$ cat src/rtl/dqe_pkg.sv
package dqe_pkg;

  // message layout
  localparam int unsigned HdrLen  = 12;
  localparam int unsigned MaxName = 255;
  localparam int unsigned MaxLabel = 63;
  localparam int unsigned TermResults = 6;

  localparam logic [7:0]  CharDot   = 8'h2E;
  localparam logic [7:0]  CharEnd   = 8'h00;
  localparam logic [15:0] QcountOne = 16'h0100;
  localparam logic [15:0] ClassIn   = 16'h0100;

  // what one name character turns into
  typedef enum logic [2:0] {
    KIND_NONE,
    KIND_CHAR,
    KIND_PATCH,
    KIND_TERM,
    KIND_FAIL
  } dqe_kind_e;

  typedef struct packed {
    logic [7:0]  name_char;
    logic        first;
    logic [15:0] xid;
    logic [15:0] query_type;
    logic        recursion_desired;
  } dqe_item_t;

  // decoded item waiting for serialization
  typedef struct packed {
    logic        hdr;
    logic [15:0] xid;
    logic        rd;
    dqe_kind_e   kind;
    logic [8:0]  ofs;
    logic [7:0]  val;
    logic [8:0]  wofs;
    logic [15:0] qtype;
    logic [4:0]  cnt;
  } dqe_job_t;

  typedef struct packed {
    logic [8:0] byte_offset;
    logic [7:0] byte_value;
    logic       last;
    logic       status;
    logic [8:0] message_length;
  } dqe_result_t;

endpackage

$ cat src/rtl/dqe_if.sv
// name character channel
interface dqe_item_if;
  logic        valid;
  logic        ready;
  logic [7:0]  name_char;
  logic        first;
  logic [15:0] xid;
  logic [15:0] query_type;
  logic        recursion_desired;

  modport source (
    output valid, name_char, first, xid, query_type, recursion_desired,
    input  ready
  );
  modport sink (
    input  valid, name_char, first, xid, query_type, recursion_desired,
    output ready
  );
endinterface

// message byte channel
interface dqe_result_if;
  logic       valid;
  logic       ready;
  logic [8:0] byte_offset;
  logic [7:0] byte_value;
  logic       last;
  logic       status;
  logic [8:0] message_length;

  modport source (
    output valid, byte_offset, byte_value, last, status, message_length,
    input  ready
  );
  modport sink (
    input  valid, byte_offset, byte_value, last, status, message_length,
    output ready
  );
endinterface

$ cat src/rtl/dqe_track.sv
module dqe_track (
  input  logic              clk_i,
  input  logic              rst_ni,
  input  logic              in_valid_i,
  output logic              in_ready_o,
  input  dqe_pkg::dqe_item_t item_i,
  input  logic              job_pop_i,
  output logic              job_valid_o,
  output dqe_pkg::dqe_job_t job_o
);
  import dqe_pkg::*;

  logic [8:0]  wo_q, wo_d;
  logic [8:0]  ls_q, ls_d;
  logic [6:0]  lc_q, lc_d;
  logic [8:0]  nb_q, nb_d;
  logic [15:0] type_q, type_d;
  logic        disc_q, disc_d;
  logic        act_q, act_d;
  logic        job_valid_q, job_valid_d;
  dqe_job_t    job_q, job_d;

  logic [8:0]  eff_wo, eff_ls, eff_nb;
  logic [6:0]  eff_lc;
  logic [15:0] eff_type;
  logic        eff_disc, eff_act;
  logic        accept;
  logic [4:0]  body_cnt;

  assign in_ready_o = !job_valid_q || job_pop_i;
  assign accept     = in_valid_i && in_ready_o;

  // context seen by this item: a first item opens a fresh query
  always_comb begin
    if (item_i.first) begin
      eff_wo   = 9'(HdrLen + 1);
      eff_ls   = 9'(HdrLen);
      eff_lc   = '0;
      eff_nb   = 9'(MaxName - 1);
      eff_type = item_i.query_type;
      eff_disc = 1'b0;
      eff_act  = 1'b1;
    end else begin
      eff_wo   = wo_q;
      eff_ls   = ls_q;
      eff_lc   = lc_q;
      eff_nb   = nb_q;
      eff_type = type_q;
      eff_disc = disc_q;
      eff_act  = act_q;
    end
  end

  // state update and job decode
  always_comb begin
    wo_d   = wo_q;
    ls_d   = ls_q;
    lc_d   = lc_q;
    nb_d   = nb_q;
    type_d = type_q;
    disc_d = disc_q;
    act_d  = act_q;

    job_d       = job_q;
    job_d.hdr   = item_i.first;
    job_d.xid   = item_i.xid;
    job_d.rd    = item_i.recursion_desired;
    job_d.kind  = KIND_NONE;
    job_d.ofs   = '0;
    job_d.val   = '0;
    job_d.wofs  = eff_wo;
    job_d.qtype = eff_type;

    if (accept && eff_act) begin
      wo_d   = eff_wo;
      ls_d   = eff_ls;
      lc_d   = eff_lc;
      nb_d   = eff_nb;
      type_d = eff_type;
      disc_d = eff_disc;
      act_d  = eff_act;
      if (eff_disc) begin
        if (item_i.name_char == CharEnd) begin
          disc_d = 1'b0;
          act_d  = 1'b0;
        end
      end else if (item_i.name_char == CharDot) begin
        if (eff_nb == '0) begin
          disc_d     = 1'b1;
          job_d.kind = KIND_FAIL;
        end else begin
          job_d.kind = KIND_PATCH;
          job_d.ofs  = eff_ls;
          job_d.val  = {1'b0, eff_lc};
          ls_d       = eff_wo;
          wo_d       = eff_wo + 9'd1;
          nb_d       = eff_nb - 9'd1;
          lc_d       = '0;
        end
      end else if (item_i.name_char == CharEnd) begin
        job_d.kind = KIND_TERM;
        job_d.ofs  = eff_ls;
        job_d.val  = {1'b0, eff_lc};
        wo_d       = eff_wo + 9'(TermResults - 1);
        act_d      = 1'b0;
      end else if (eff_lc >= 7'(MaxLabel) || eff_nb <= 9'd1) begin
        disc_d     = 1'b1;
        job_d.kind = KIND_FAIL;
      end else begin
        job_d.kind = KIND_CHAR;
        job_d.ofs  = eff_wo;
        job_d.val  = item_i.name_char;
        lc_d       = eff_lc + 7'd1;
        nb_d       = eff_nb - 9'd1;
        wo_d       = eff_wo + 9'd1;
      end
    end

    // result count of this item
    case (job_d.kind)
      KIND_CHAR, KIND_PATCH, KIND_FAIL: body_cnt = 5'd1;
      KIND_TERM:                        body_cnt = 5'(TermResults);
      default:                          body_cnt = 5'd0;
    endcase
    job_d.cnt = body_cnt + (item_i.first ? 5'(HdrLen) : 5'd0);

    if (accept) begin
      job_valid_d = (job_d.cnt != 5'd0);
    end else if (job_pop_i) begin
      job_valid_d = 1'b0;
    end else begin
      job_valid_d = job_valid_q;
    end
  end

  // control state
  always_ff @(posedge clk_i or negedge rst_ni) begin
    if (!rst_ni) begin
      wo_q        <= 9'(HdrLen);
      ls_q        <= 9'(HdrLen);
      lc_q        <= '0;
      nb_q        <= 9'(MaxName);
      type_q      <= '0;
      disc_q      <= 1'b0;
      act_q       <= 1'b0;
      job_valid_q <= 1'b0;
    end else begin
      wo_q        <= wo_d;
      ls_q        <= ls_d;
      lc_q        <= lc_d;
      nb_q        <= nb_d;
      type_q      <= type_d;
      disc_q      <= disc_d;
      act_q       <= act_d;
      job_valid_q <= job_valid_d;
    end
  end

  // job payload
  always_ff @(posedge clk_i) begin
    if (accept) begin
      job_q <= job_d;
    end
  end

  assign job_valid_o = job_valid_q;
  assign job_o       = job_q;

endmodule

$ cat src/rtl/dqe_emit.sv
module dqe_emit (
  input  logic                clk_i,
  input  logic                rst_ni,
  input  logic                job_valid_i,
  input  dqe_pkg::dqe_job_t   job_i,
  output logic                job_pop_o,
  output logic                out_valid_o,
  input  logic                out_ready_i,
  output dqe_pkg::dqe_result_t out_o
);
  import dqe_pkg::*;

  logic [4:0]  idx_q, idx_d;
  logic        out_valid_q, out_valid_d;
  dqe_result_t out_q, res;
  logic        out_load, fire, job_end;
  logic [4:0]  body_j;

  assign out_load  = !out_valid_q || out_ready_i;
  assign fire      = out_load && job_valid_i;
  assign job_end   = (idx_q == job_i.cnt - 5'd1);
  assign job_pop_o = fire && job_end;
  assign body_j    = job_i.hdr ? idx_q - 5'(HdrLen) : idx_q;

  // byte selected by the current index
  always_comb begin
    res = '0;
    if (job_i.hdr && idx_q < 5'(HdrLen)) begin
      res.byte_offset = {4'd0, idx_q};
      case (idx_q[3:0])
        4'd0:    res.byte_value = job_i.xid[7:0];
        4'd1:    res.byte_value = job_i.xid[15:8];
        4'd2:    res.byte_value = {7'd0, job_i.rd};
        4'd4:    res.byte_value = QcountOne[7:0];
        4'd5:    res.byte_value = QcountOne[15:8];
        default: res.byte_value = 8'd0;
      endcase
    end else begin
      case (job_i.kind)
        KIND_CHAR, KIND_PATCH: begin
          res.byte_offset = job_i.ofs;
          res.byte_value  = job_i.val;
        end
        KIND_FAIL: begin
          res.last   = 1'b1;
          res.status = 1'b1;
        end
        KIND_TERM: begin
          // label patch, root zero, type and class
          case (body_j[2:0])
            3'd0: begin
              res.byte_offset = job_i.ofs;
              res.byte_value  = job_i.val;
            end
            3'd1: begin
              res.byte_offset = job_i.wofs;
            end
            3'd2: begin
              res.byte_offset = job_i.wofs + 9'd1;
              res.byte_value  = job_i.qtype[7:0];
            end
            3'd3: begin
              res.byte_offset = job_i.wofs + 9'd2;
              res.byte_value  = job_i.qtype[15:8];
            end
            3'd4: begin
              res.byte_offset = job_i.wofs + 9'd3;
              res.byte_value  = ClassIn[7:0];
            end
            3'd5: begin
              res.byte_offset    = job_i.wofs + 9'd4;
              res.byte_value     = ClassIn[15:8];
              res.last           = 1'b1;
              res.message_length = job_i.wofs + 9'd5;
            end
            default: res = '0;
          endcase
        end
        default: res = '0;
      endcase
    end
  end

  // index and output register control
  always_comb begin
    idx_d       = idx_q;
    out_valid_d = out_valid_q;
    if (fire) begin
      out_valid_d = 1'b1;
      idx_d       = job_end ? 5'd0 : idx_q + 5'd1;
    end else if (out_load) begin
      out_valid_d = 1'b0;
    end
  end

  always_ff @(posedge clk_i or negedge rst_ni) begin
    if (!rst_ni) begin
      idx_q       <= '0;
      out_valid_q <= 1'b0;
    end else begin
      idx_q       <= idx_d;
      out_valid_q <= out_valid_d;
    end
  end

  always_ff @(posedge clk_i) begin
    if (fire) begin
      out_q <= res;
    end
  end

  assign out_valid_o = out_valid_q;
  assign out_o       = out_q;

endmodule

$ cat src/rtl/dns_question_encoder.sv
// DNS query encoder: turns a dotted name, one character per transaction on
// item_i, into the bytes of a query message, one byte per transaction on
// result_o together with its offset in the message.
// An item with first set starts a new query and yields the 12 header bytes
// ahead of its own character. A plain character yields one byte, a dot
// yields the length patch of the closed label, the zero terminator yields
// six bytes (patch, root zero, type, class) with last set and the message
// length. A bad name yields one result with status set; later items up to
// the terminator give nothing.
// An item passes the decode register, then the output register, on its way
// to result_o. Throughput: one item per cycle while each item yields at most
// one byte and result_o does not stall; an item with n results holds the
// output channel until its n results have left, and the decode register takes
// the next item in the cycle its last byte leaves.
// Reset clears the name context to idle; items other than first are ignored
// until a query opens. When result_o stalls, the output holds and item_i
// drops ready once the decode register is full.
module dns_question_encoder (
  input  logic         clk_i,
  input  logic         rst_ni,
  dqe_item_if.sink     item_i,
  dqe_result_if.source result_o
);
  import dqe_pkg::*;

  dqe_item_t   item;
  dqe_job_t    job;
  dqe_result_t res;
  logic        in_ready, job_valid, job_pop, out_valid;

  assign item.name_char         = item_i.name_char;
  assign item.first             = item_i.first;
  assign item.xid               = item_i.xid;
  assign item.query_type        = item_i.query_type;
  assign item.recursion_desired = item_i.recursion_desired;
  assign item_i.ready           = in_ready;

  // name context and decode register
  dqe_track u_track (
    .clk_i       (clk_i),
    .rst_ni      (rst_ni),
    .in_valid_i  (item_i.valid),
    .in_ready_o  (in_ready),
    .item_i      (item),
    .job_pop_i   (job_pop),
    .job_valid_o (job_valid),
    .job_o       (job)
  );

  // byte serializer and output register
  dqe_emit u_emit (
    .clk_i       (clk_i),
    .rst_ni      (rst_ni),
    .job_valid_i (job_valid),
    .job_i       (job),
    .job_pop_o   (job_pop),
    .out_valid_o (out_valid),
    .out_ready_i (result_o.ready),
    .out_o       (res)
  );

  assign result_o.valid          = out_valid;
  assign result_o.byte_offset    = res.byte_offset;
  assign result_o.byte_value     = res.byte_value;
  assign result_o.last           = res.last;
  assign result_o.status         = res.status;
  assign result_o.message_length = res.message_length;

endmodule

$ cat src/flat_wrapper.sv
// flat-port wrapper written by rule: the top's interface ports become plain ports
module dns_question_encoder_flat import dqe_pkg::*;
  (clk_i, rst_ni, item_i_valid, item_i_name_char, item_i_first, item_i_xid, item_i_query_type, item_i_recursion_desired, item_i_ready, result_o_valid, result_o_byte_offset, result_o_byte_value, result_o_last, result_o_status, result_o_message_length, result_o_ready);
  dqe_item_if item_i_i ();
  dqe_result_if result_o_i ();
  input  logic clk_i;
  input  logic rst_ni;
  input wire logic [$bits(item_i_i.valid)-1:0] item_i_valid;
  input wire logic [$bits(item_i_i.name_char)-1:0] item_i_name_char;
  input wire logic [$bits(item_i_i.first)-1:0] item_i_first;
  input wire logic [$bits(item_i_i.xid)-1:0] item_i_xid;
  input wire logic [$bits(item_i_i.query_type)-1:0] item_i_query_type;
  input wire logic [$bits(item_i_i.recursion_desired)-1:0] item_i_recursion_desired;
  output wire logic [$bits(item_i_i.ready)-1:0] item_i_ready;
  output wire logic [$bits(result_o_i.valid)-1:0] result_o_valid;
  output wire logic [$bits(result_o_i.byte_offset)-1:0] result_o_byte_offset;
  output wire logic [$bits(result_o_i.byte_value)-1:0] result_o_byte_value;
  output wire logic [$bits(result_o_i.last)-1:0] result_o_last;
  output wire logic [$bits(result_o_i.status)-1:0] result_o_status;
  output wire logic [$bits(result_o_i.message_length)-1:0] result_o_message_length;
  input wire logic [$bits(result_o_i.ready)-1:0] result_o_ready;
  assign item_i_i.valid = item_i_valid;
  assign item_i_i.name_char = item_i_name_char;
  assign item_i_i.first = item_i_first;
  assign item_i_i.xid = item_i_xid;
  assign item_i_i.query_type = item_i_query_type;
  assign item_i_i.recursion_desired = item_i_recursion_desired;
  assign item_i_ready = item_i_i.ready;
  assign result_o_valid = result_o_i.valid;
  assign result_o_byte_offset = result_o_i.byte_offset;
  assign result_o_byte_value = result_o_i.byte_value;
  assign result_o_last = result_o_i.last;
  assign result_o_status = result_o_i.status;
  assign result_o_message_length = result_o_i.message_length;
  assign result_o_i.ready = result_o_ready;
  dns_question_encoder u_core (.clk_i(clk_i), .rst_ni(rst_ni), .item_i(item_i_i), .result_o(result_o_i));
endmodule
$ cat config.mk
export PLATFORM = sky130hd
export DESIGN_NAME = dns_question_encoder_flat
export DESIGN_NICKNAME = d
export VERILOG_FILES = /design/src/rtl/dqe_pkg.sv /design/src/rtl/dqe_if.sv /design/src/rtl/dqe_track.sv /design/src/rtl/dqe_emit.sv /design/src/rtl/dns_question_encoder.sv /design/src/flat_wrapper.sv
export SDC_FILE = /design/constraint.sdc
export NUM_CORES = 1
export LEC_CHECK = 0
export BUFFER_PORTS_ARGS = -buffer_cell sky130_fd_sc_hd__buf_4
export CAP_MARGIN = 30
export CORE_UTILIZATION = 49
export CTS_CLUSTER_SIZE = 8
export DETAILED_ROUTE_END_ITERATION = 16
export GPL_TIMING_DRIVEN = 0
export HOLD_SLACK_MARGIN = 0.05
export PLACE_DENSITY = 0.7
export SETUP_SLACK_MARGIN = 0.5
export SYNTH_ARGS = -nofsm -noshare
export SYNTH_HDL_FRONTEND = slang
export SYNTH_SLANG_ARGS = --single-unit
$ cat constraint.sdc
create_clock -name clk_i -period 3.51 [get_ports clk_i]
set_input_delay 0.351 -clock clk_i [delete_from_list [all_inputs] [get_ports clk_i]]
set_output_delay 0.351 -clock clk_i [all_outputs]
set_load 0.03 [all_outputs]
; ---- Word-level counts from Yosys, hierarchy flattened
; Index checks and enable logic that the tools add are counted.
; Widths: inputs -> output; s select.
[word_totals]
ff_bits = 155
inputBits = 46
output_inout_bits = 30
elab_cells = 140
[op_classes]
n_addsub = 13
magnitude_cmp = 3
eq_ne = 18
mux = 57
n_bitwise = 3
reduce_logical = 21
[op_table]
columns = op, count
row1 = $mux 9, 16
row2 = $mux 20, 4
row3 = $pmux 8 s4, 2
row4 = $pmux 9 s6, 1
row5 = $mux 7, 6
row6 = $mux 17, 2
row7 = $pmux 17 s2, 1
row8 = $add 9x3->9 const B, 3
row9 = $add 9x1->9 const B, 2
row10 = $add 9x2->9 const B, 2
row11 = $eq 3x2->1 const B, 6
row12 = $mux 1, 16
row13 = $mux 16, 1
row14 = $mux 13, 1
row15 = $eq 3x3->1 const B, 4
row16 = $eq 3x1->1 const B, 3
row17 = $le 9x1->1 const B, 1
row18 = $logic_not 9->1, 1
row19 = $mux 3, 3
row20 = $sub 9x1->9 const B, 1
row21 = $eq 8x6->1 const B, 1
row22 = $logic_not 8->1, 1
row23 = $add 7x1->7 const B, 1
row24 = $ge 7x6->1 const B, 1
row25 = other kinds (23), 35

; ---- Depth between registers and ports, before layout
[logic_depth]
depth_word = 14
mapped_depth = 14
ltp_nobuf = 11

; ---- Modules after synthesis
; From an unflattened synthesis, not the netlist that was laid out.
[unflattened]
cells_unflattened = 779
area_unflattened_um2 = 8381.8
[by_module_without_submodules]
columns = module, instances, cells_per_inst, area_per_inst_um2, seq_area_each_um2
row1 = dqe_track, 1, 485, 5715.5, 3383.2
row2 = dqe_emit, 1, 294, 2666.3, 991.0

; ---- Worst setup path after synthesis
; OpenSTA, ideal clock, no wires.
[synth_timing]
path_kind = input port to flip-flop
start = input item_i_first
end = register u_core.u_track.wo_q[0]
setup_time_ps = 131
arrival_ps = 3049
t_required_ps = 3379
path_slack_ps = 330
stages = 14
n_path_buf = 4
cell_sequence = buf_2 -> clkbuf_1 -> clkbuf_1 -> clkbuf_1 -> nand2b_1 -> inv_1 -> ha_1 -> o2111a_1 -> nor2_1 -> ha_1 -> nor2_1 -> nor2_1 -> o21ai_0 -> o31ai_1
[synth_via]
elab_chain_len = 7
elab_cells_between_ends = 17
cone_classes = 2 x add/sub / 2 x order compare / 10 x mux / 3 x reduce/logical
[synth_rtl]
columns = element, line_no
row1 = from (decl), flat_wrapper.sv:10  ; input wire logic [$bits(item_i_i.first)-1:0] item_i_first;
row2 = $mux 9 / $mux 7 (equally long branches), dqe_track.sv:35  ; if (item_i.first) begin
row3 = $le 9x1->1 / $ge 7x6->1 (equally long branches), dqe_track.sv:106  ; end else if (eff_lc >= 7'(MaxLabel) || eff_nb <= 9'd1) begin
row4 = $logic_or 1x1->1, dqe_track.sv:106
row5 = $mux 9, dqe_track.sv:106
row6 = $mux 9, dqe_track.sv:100  ; end else if (item_i.name_char == CharEnd) begin
row7 = $mux 9, dqe_track.sv:87  ; end else if (item_i.name_char == CharDot) begin
row8 = $mux 9, dqe_track.sv:82  ; if (eff_disc) begin
row9 = to (signal assigned), dqe_track.sv:139  ; wo_q <= 9'(HdrLen);
row10 = to (signal assigned), dqe_track.sv:148  ; wo_q <= wo_d;
row11 = to (decl), dqe_track.sv:13  ; logic [8:0] wo_q, wo_d;
; Several ways; a longest one is shown, not always the timed one.
; A chain may end at the register's enable or synchronous reset.

; ---- Worst setup path after layout
[layout_timing]
start = input item_i_first
end = register u_core.u_track.nb_q[2]
[layout_via]
elab_chain_len = 7
elab_cells_between_ends = 15
cone_classes = 1 x add/sub / 2 x order compare / 9 x mux / 3 x reduce/logical
[layout_rtl]
columns = element, line_no
row1 = $mux 9 / $mux 7 (equally long branches), dqe_track.sv:35
row2 = $le 9x1->1 / $ge 7x6->1 (equally long branches), dqe_track.sv:106
row3 = $logic_or 1x1->1, dqe_track.sv:106
row4 = $mux 9, dqe_track.sv:106
row5 = $mux 9, dqe_track.sv:100
row6 = $mux 9, dqe_track.sv:87
row7 = $mux 9, dqe_track.sv:82
row8 = to (signal assigned), dqe_track.sv:142  ; nb_q <= 9'(MaxName);
row9 = to (signal assigned), dqe_track.sv:151  ; nb_q <= nb_d;
row10 = to (decl), dqe_track.sv:16  ; logic [8:0] nb_q, nb_d;
; Several ways; a longest one is shown, not always the timed one.

==> results.md <==
* Outcome: finished, final reports clean
* Final hold violation count at 0
* Comb pwr share at 33.5%
* Most common flop cell mapped by yosys: edfxtp_1
* P_sw at 0.00242 W
* Grt met3 use at 5.33%
* Die height at 131 µm
* CP Capture Type: flip-flop
* Seq cells post-synth at 155
* Initial antenna violation count at 0
* Overall Global Routing Usage at 26.8%
* CTS root buffer: clkbuf_16
* Vias/cell at 6.12
* Htree depth at 4
* Number of diodes at 0
* Distinct cell type count after synthesis at 76
* Most numerous cell in the Yosys netlist: edfxtp_1
* GRT met2 Usage at 40.9%
* Yosys Warn Count at 0
* First-pass GRT wire length at 33,700 µm
* Syn-to-layout area delta at 21.6%
* Avg WL per Cell at 20.6 µm
* Seq/Total Area, Yosys at 53.8%
* Worst-Skew Late Latency at 0.44 ns
* PwrDens at 686 mW/mm²
* EDFF count, synth at 96
* Clock power share at 27.4%
* Clock slew at reported path FFs at 0.07 ns
* Tcrit/Tclk final at 84.5%
* Largest area contributor in the netlist: edfxtp_1
* Critical path peak fanout at 10
* Drt initial violations at 643
* Pint at 0.00436 W
* Die width at 131 µm
* Cell area after synthesis at 0.00813 mm²
* Post-DP HPWL at 15,500 µm
* Final Critical Period at 2.97 ns
* GRT busiest layer: met2
* DRC viols at 0
* Post-Syn Area per Cell at 11.1 µm²
* I/O Pins at 76
* First-pass DRT Iterations at 5
* CP Data Arrival Time at 3.34 ns
* Fmax at 337 MHz
* Part of the power in registers at 39.1%
* Setup WS pre-CTS at -0.743 ns
* CTS Buf Count at 17
* Unrepaired setup endpoints after global routing: yes
* DP Area at 0.00901 mm²
* Post-route ant nets at 0
* Slew Viols, Final at 0
* Hold Crit Class: in -> reg
* Lkg Pwr at 3.80 nW
* Post-synth ARST share at 38.1%
* Max Root-Sink Buffers at 2
* Core ar. at 0.0161 mm²
* Grt ovf at 0
* Worst path required time at 3.88 ns
* Initial Util at 50.6%
* Post-synth top cells: edfxtp_1, nor2_1, nand2_1
* Maximum resistive drop on vdd at 0.398 mV
* Crit path kind: in -> reg
* Skew final at 0.0111 ns
* Die Area at 0.0171 mm²
* Clk sink count at 155
* RePlAce Congestion at 0.931
* Element type at the critical path start: primary input
* Nets at 905
* Largest net degree at the start of global routing at 78
* Synth top area cells: edfxtp_1, dfrtp_1, dfstp_2
* Share of layout cells above drive strength 1 at 26.3%
* Final setup viols at 0
* Yosys top cell area share at 35.5%
* Vias in the first global route at 6,271
* Mapped Cells at 733
* Net Sw Frac at 35.7%
* Finished Cell Area at 0.00988 mm²
* Rows at 46
* Final wirelength at 22,000 µm
* TritonCTS clock tree: built
* Final worst slack at 0.543 ns
* M1 GR Usage at 35.8%
* Port Buffers at 75
* Maxcap violations at 0
* Worst Max-Slew Pin Slew at 0.835 ns
* Rel. slew slack at 44.3%
* Vias at 6,539
* Net Count, Synth at 798
-- cell families after synthesis --
| kind of cell | count (synthesis) | share of synthesized area [%] |
|---|---|---|
| AND/OR/NAND/NOR | 228 | 13.8 |
| AO/OA/AOI/OAI | 202 | 17.7 |
| multiplexers | 38 | 5.59 |
| adder cells (fa/ha/maj) | 19 | 3.02 |
| XOR/XNOR | 25 | 2.69 |
| flip-flops | 155 | 53.8 |
| buffers and inverters | 66 | 3.31 |
-- power by group through the flow --
stage	clock network (W)	registers, W	logic [W]
2_1_floorplan	0	0.00272	0.00137
3_3_place_gp	0	0.00266	0.00205
3_5_place_dp	0	0.00268	0.00210
4_1_cts	0.00188	0.00264	0.00219
5_1_grt	0.00195	0.00269	0.00245
6_report	0.00186	0.00265	0.00227
-- path summary, 6_finish.rpt --
path | from | to | slack (ns) | cells after the start
worst max-delay path | item_i_first | u_core.u_track.nb_q[2] | 0.54 | 14
worst min-delay path | item_i_xid[3] | u_core.u_track.job_o[54] | 0.09 | 1
worst max register to register | u_core.u_emit.idx_q[0] | u_core.u_emit.out_o[20] | 0.64 | 9
worst min register to register | u_core.u_track.ls_q[2] | u_core.u_track.ls_q[2] | 0.47 | 2
max in group asynchronous | rst_ni | u_core.u_track.wo_q[1] | 2.45 | 2
min in group asynchronous | rst_ni | u_core.u_track.type_q[5] | 0.54 | 2
-- worst max-delay path: stages --
cell	delay, ns
buf_4	0.17
buf_4	0.23
clkbuf_4	0.26
clkbuf_4	0.24
buf_4	0.22
nor2b_1	0.07
ha_2	0.20
a21oi_1	0.23
o32ai_4	0.20
buf_6	0.16
o32ai_4	0.33
nand2_1	0.18
o21a_1	0.20
a221o_1	0.26
-- registers in the layout, summed over array words and instances, names as in the netlist, 5 cells and up --
register,cells
u_core.u_track.wo_q,9
u_core.u_track.nb_q,9
u_core.u_track.job_o,68
u_core.u_track.type_q,16
u_core.u_emit.idx_q,5
u_core.u_track.ls_q,9
u_core.u_track.lc_q,7
u_core.u_emit.out_o,28
-- final cells by class --
type,instances,area [µm²]
Buffer,40,235
Clock buffer,19,433
Clock inverter,13,159
Fill cell,1299,6180
Inverter,26,97.6
Multi-Input combinational cell,512,3610
Sequential cell,155,4370
Tap cell,216,270
Timing Repair Buffer,88,694
-- timing repair --
item / in CTS / in global routing
pin swaps: 5 / 4
endpoints found under the setup margin: 133 / 131
hold buffers: 1 / 0
resized for setup: 21 / 37
endpoints found under the hold margin: 47 / 0
cloned: 0 / 1
setup buffers: 8 / 2
-- cells in the final DEF, fill, tap and decap left out, types with 15 or more instances in the layout --
master	synthesis	layout
ha_1	18	16
nand2_1	52	52
clkbuf_16	0	18
edfxtp_1	96	96
mux2_2	27	27
inv_1	26	24
dfrtp_1	47	47
clkbuf_1	30	21
a21oi_1	41	40
nor2_1	67	63
xnor2_1	15	15
buf_4	1	87
nor3_1	25	24
o21ai_0	40	39
a22oi_1	29	29
-- through the flow --
step / total power [W] / std cells / util (%) / TNS, ns / hold WS, ns
6_report: 0.00678 / 1069 / 61.5 / 0 / 0.0874
4_1_cts: 0.00671 / 1066 / 60.7 / 0 / 0.0784
3_5_place_dp: 0.00478 / 1025 / 56.1 / -22.07 / 0.460
2_1_floorplan: 0.00409 / 733 / - / 0 / 0.0554
3_3_place_gp: 0.00470 / 1024 / 55.9 / -19.53 / 0.453
5_1_grt: 0.00709 / 1069 / 61.5 / 0 / 0.0747
-- routing by layer --
layer / up-vias / share of wire, %
li1: 2992 / -
met1: 3161 / 43
met2: 319 / 47
met3: 67 / 7.0
met4: 0 / 3.7
met5: - / 0
Note: power is estimated with default switching activity, not from simulation.
